===== src/hw/rtl/cmm_pkg.sv =====
// Package for the channel mixer with meters: widths, reset values, register codes,
// state machine type and the meter state record. Depends on nothing.
package cmm_pkg;

  localparam int unsigned CHANNELS_DEF   = 4;
  localparam int unsigned MAX_FRAMES_DEF = 1024;
  localparam int unsigned CHAN_W = 2;
  localparam int unsigned SMP_W  = 24;
  localparam int unsigned OUT_W  = 28;
  localparam int unsigned INM_W  = 26;
  localparam int unsigned CFG_W  = 64;
  localparam int unsigned CIDX_W = 3;
  localparam int unsigned CNT_W  = 11;
  localparam int unsigned SUM_W  = 64;

  localparam logic [CIDX_W-1:0] REG_LEFT_GAIN  = 3'd0;
  localparam logic [CIDX_W-1:0] REG_RIGHT_GAIN = 3'd1;
  localparam logic [CIDX_W-1:0] REG_FADER_GAIN = 3'd2;
  localparam logic [CIDX_W-1:0] REG_CHAN_GAINS = 3'd3;
  localparam logic [CIDX_W-1:0] REG_MUTE_MASK  = 3'd4;
  localparam logic [CIDX_W-1:0] REG_SOLO_MASK  = 3'd5;
  localparam logic [CIDX_W-1:0] REG_MASTER_MUTE = 3'd6;

  localparam logic [15:0] LEFT_GAIN_RST  = 16'd11585;
  localparam logic [15:0] FADER_GAIN_RST = 16'd16384;
  localparam logic [63:0] CHAN_GAINS_RST = 64'h4000400040004000;
  localparam logic [27:0] UNITY = 28'h0800000;

  typedef enum logic [2:0] {
    ST_IDLE, ST_READ, ST_MUL1, ST_MUL2, ST_DIV, ST_SQRT, ST_DONE
  } state_t;

  // One channel's meter record, held as one memory word.
  typedef struct packed {
    logic [INM_W-1:0] in_peak;
    logic [OUT_W-1:0] out_peak;
    logic [SUM_W-1:0] in_sum;
    logic [SUM_W-1:0] out_sum;
    logic [INM_W-1:0] in_hold;
    logic [OUT_W-1:0] out_hold;
    logic [CNT_W-1:0] count;
  } meter_t;

  typedef struct packed {
    logic [15:0] left_gain;
    logic [15:0] right_gain;
    logic [15:0] fader_gain;
    logic [63:0] chan_gains;
    logic [3:0]  mute;
    logic [3:0]  solo;
    logic        master_mute;
  } cfg_t;

  typedef struct packed {
    logic start;
    logic [SUM_W-1:0] num;
    logic [CNT_W-1:0] den;
  } root_req_t;

  typedef struct packed {
    logic done;
    logic [31:0] root;
  } root_rsp_t;

  function automatic logic [63:0] sat_add(input logic [63:0] a, input logic [63:0] b);
    logic [64:0] s;
    s = {1'b0, a} + {1'b0, b};
    return s[64] ? '1 : s[63:0];
  endfunction

endpackage


===== src/hw/rtl/cmm_cfg.sv =====
// Configuration register file of the mixer.
// Depends on cmm_pkg.
module cmm_cfg (
  input  logic clk,
  input  logic rst_n,
  input  logic cfg_we,
  input  logic [cmm_pkg::CIDX_W-1:0] cfg_index,
  input  logic [cmm_pkg::CFG_W-1:0] cfg_wdata,
  output cmm_pkg::cfg_t cfg
);
  cmm_pkg::cfg_t cfg_r;
  assign cfg = cfg_r;

  always_ff @(posedge clk) begin
    if (!rst_n) begin
      cfg_r.left_gain   <= cmm_pkg::LEFT_GAIN_RST;
      cfg_r.right_gain  <= cmm_pkg::LEFT_GAIN_RST;
      cfg_r.fader_gain  <= cmm_pkg::FADER_GAIN_RST;
      cfg_r.chan_gains  <= cmm_pkg::CHAN_GAINS_RST;
      cfg_r.mute        <= '0;
      cfg_r.solo        <= '0;
      cfg_r.master_mute <= 1'b0;
    end else if (cfg_we) begin
      unique case (cfg_index)
        cmm_pkg::REG_LEFT_GAIN:   cfg_r.left_gain   <= cfg_wdata[15:0];
        cmm_pkg::REG_RIGHT_GAIN:  cfg_r.right_gain  <= cfg_wdata[15:0];
        cmm_pkg::REG_FADER_GAIN:  cfg_r.fader_gain  <= cfg_wdata[15:0];
        cmm_pkg::REG_CHAN_GAINS:  cfg_r.chan_gains  <= cfg_wdata;
        cmm_pkg::REG_MUTE_MASK:   cfg_r.mute        <= cfg_wdata[3:0];
        cmm_pkg::REG_SOLO_MASK:   cfg_r.solo        <= cfg_wdata[3:0];
        cmm_pkg::REG_MASTER_MUTE: cfg_r.master_mute <= cfg_wdata[0];
        default: ;
      endcase
    end
  end
endmodule


===== config.mk =====
export PLATFORM = sky130hd
export DESIGN_NAME = cmm_cfg
export DESIGN_NICKNAME = d
export VERILOG_FILES = /design/src/hw/rtl/cmm_pkg.sv /design/src/hw/rtl/cmm_cfg.sv
export SDC_FILE = /design/constraint.sdc
export NUM_CORES = 1
export LEC_CHECK = 0
export ABC_AREA = 1
export ABC_CLOCK_PERIOD_IN_PS = 1100
export BUFFER_PORTS_ARGS = -buffer_cell sky130_fd_sc_hd__buf_4
export CAP_MARGIN = 20
export CORE_MARGIN = 8
export CORE_UTILIZATION = 49
export DETAILED_ROUTE_END_ITERATION = 10
export HOLD_SLACK_MARGIN = 0.03
export PLACE_DENSITY = 0.89
export SLEW_MARGIN = 20
export SYNTH_ARGS = -nofsm -noshare
export SYNTH_HDL_FRONTEND = slang
export SYNTH_SLANG_ARGS = --single-unit

===== constraint.sdc =====
create_clock -name clk -period 1.1 [get_ports clk]
set_input_delay 0.22 -clock clk [delete_from_list [all_inputs] [get_ports clk]]
set_output_delay 0.22 -clock clk [all_outputs]
set_load 0.02 [all_outputs]

==> reports/results.tsv <==
stage	metric	value	unit
outcome	status	finished with violations	
outcome	violations	setup timing	
cells_and_area	nets	1039	
worst_setup_path	cp.arrival	990	ps
route	routed_wl	19100	um
route	wire_per_inst	17.1	um
die	io-pin-count	191	
timing	fin_setup_tns	-9200	ps
logic_synthesis	syn-instance-count	716	
cells_and_area	largest_reg_flops	121	
placed_design	portBuffers	190	
placed_design	hpwl	11000	um
route	drc	0	
global_routing	grt_usage	0.272	
timing	max_freq	0.824	GHz
logic_synthesis	synth_edf_count	0	
power	swShare	0.276	
die	start_util	0.502	
logic_synthesis	synth_top_area_share	0.493	
cts	cts_buffer_depth	2	
power	peakVddDrop	1020	uV
logic_synthesis	netlist_area	4910	um2
logic_synthesis	async_flop_share	0	
timing	skew	0	ps
die	row_count	36	
worst_setup_path	start_kind	register	
global_routing	grt_pass1_vias	5870	
cts	cts_sinks	121	
logic_synthesis	yosys-top-cells-count	nor2_1 (211), nand2_1 (147), dfxtp_1 (121), nand3_1 (121), inv_1 (65)	
cells_and_area	syn2layout_area_growth	69.3	%
flow_run	maxCapViolations	0	
logic_synthesis	synth_adder_area_share	0	
min_path	hold_class	in2reg	
die	die_area	13500	um2
route	antenna_left	0	
power	p_sw	3250	uW
cells_and_area	fin_util	0.850	
route	via_per_inst	5.17	
global_routing	grt_overflow_total	0	
worst_setup_path	cpPeakStageDelay	360	ps
die	die_h	116	um
route	vias	5769	
timing	rsz0062_at_grt	true	
power	combinationalPowerShare	0.150	
power	seqPwrFrac	0.398	
cells_and_area	num_antenna_cells	0	
logic_synthesis	synth_xor_area_frac	0	
worst_setup_path	cp.required	880	ps
logic_synthesis	synthFlopType	dfxtp_1	
cts	clk_pin_slew	70	ps
logic_synthesis	synthSimpleGateAreaFrac	0.408	
cts	cts_tree	yes	
global_routing	antenna_found_initial	0	
worst_setup_path	cp_slowest_cell	dfxtp_2	
die	die_x	116	um
timing	fin_crit_sh	1.10	
logic_synthesis	synth_top_cell_by_area	dfxtp_1	
placed_design	gp_congestion	0.825	
logic_synthesis	yosys-top-cells-area	dfxtp_1 (49%), nor2_1 (16%), nand3_1 (12%)	
power	leakage	0.00404	uW
global_routing	grt_max_degree	49	
route	dr.first_iter.drc_count	538	
cts	htreeDepth	4	
cts	clk_latency	500	ps
logic_synthesis	synth_compound_area_frac	0.00102	
route	drtPass1Iterations	5	
timing	tightest_slew	735	ps
power	powerDensity	1420	nW/um2
worst_setup_path	crit_family	flip-flops	
logic_synthesis	avgSynthCellArea	6.86	um2
cells_and_area	drive_gt1_frac	0.407	
logic_synthesis	ys_seq_area_frac	0.493	
timing	fin_ws	-114	ps
logic_synthesis	synth_most_common_cell	nor2_1	
global_routing	grt_first_pass_wirelength	28900	um
worst_setup_path	critPathMaxFanout	2	
timing	setup_viol	121	
power	clockPowerShare	0.452	
timing	slew-limit-headroom	0.510	
timing	hold_violations	0	
timing	drv_slew	0	
worst_setup_path	critPathKind	reg2out	
timing	fin_crit	1210	ps
logic_synthesis	synthMuxAreaShare	0	
power	p_total	11800	uW
logic_synthesis	synth_top_family_by_area	simple AND/OR/NAND/NOR gates	
logic_synthesis	ys_types	15	
worst_setup_path	cp_cell_sequence	buf_6	
cts	root_buffer	clkbuf_8	
power	intPower	8530	uW
logic_synthesis	syn_nets	786	
timing	whs	52.3	ps
worst_setup_path	endpoint_kind	primary output	
die	core	9770	um2
logic_synthesis	synth-seq-cells	121	
cts	cts_made_buffers	17	
worst_setup_path	crit_buf_inv	1	
logic_synthesis	yosys_warnings	0	
final timing paths:
path                                       startpoint                   end  slack (ps)  cells after the start
worst min register to register   cfg[23]$_SDFFE_PN1P_  cfg[23]$_SDFFE_PN1P_         470                      2
worst max register to register   cfg[67]$_SDFFE_PN0P_  cfg[67]$_SDFFE_PN0P_         310                      3
worst min-delay path                    cfg_wdata[56]  cfg[65]$_SDFFE_PN0P_          50                      5
worst max-delay path            cfg[119]$_SDFFE_PN0P_              cfg[119]        -110                      1
kinds of logic after synthesis:
group / after synthesis
compound gates: 1
buf+inv: 108
flops: 121
simple gates: 486
final cells by class:
type,count,area (um2)
sequential,121,2570
inverter,67,251
multi-input combinational,487,2010
timing repair buffer,275,2750
clock buffer,18,428
fill,508,1460
clock inverter,14,139
tap,133,166
per-stage QoR:
stage | area [um2] | std cells | setup slack (ps)
CTS | 8220 | 1103 | -108
global placement | 6670 | 1032 | -223
floorplan | 4910 | 716 | 77.4
finish | 8310 | 1115 | -114
detailed placement | 6670 | 1032 | -297
global route | 8310 | 1115 | -140
worst reg2reg max path: stages (launching register included):
cell and delay [ps]:
dfxtp_2 330, buf_4 120, nor2_1 150, nor2_1 70
cells in the final DEF (no fill, tap or decap), drive strengths merged:
cell,count
clkinv,5
nand2,148
a21oi,1
dlygate4sd3,36
buf,239
inv,72
dfxtp,121
nor2,217
nand3,121
clkinvlp,3
bufinv,1
clkbuf,18
power by group through the flow:
stage | registers (uW) | clock network, uW | logic (uW)
after floorplan | 4900 | 0 | 567
after global placement | 4710 | 0 | 1440
after detailed placement | 4710 | 0 | 1460
after CTS | 4680 | 5340 | 1670
after global routing | 4700 | 5560 | 1880
final | 4680 | 5330 | 1760
repair_timing:
action                                  4_1_cts  5_1_grt
endpoints found under the hold margin        43        0
endpoints found under the setup margin      121      121
gates resized for setup                     242        0
hold buffers                                 36        0
buffers inserted                              3       12
layer usage:
layer | up-vias | GRT usage | wire (um)
li1 | 2694 | - | -
met1 | 2706 | 0.280 | 6820
met2 | 321 | 0.490 | 9720
met3 | 48 | 0.102 | 2050
met4 | 0 | 0.106 | 528
met5 | - | 0 | 0
Power figures use the tool's default switching activity.
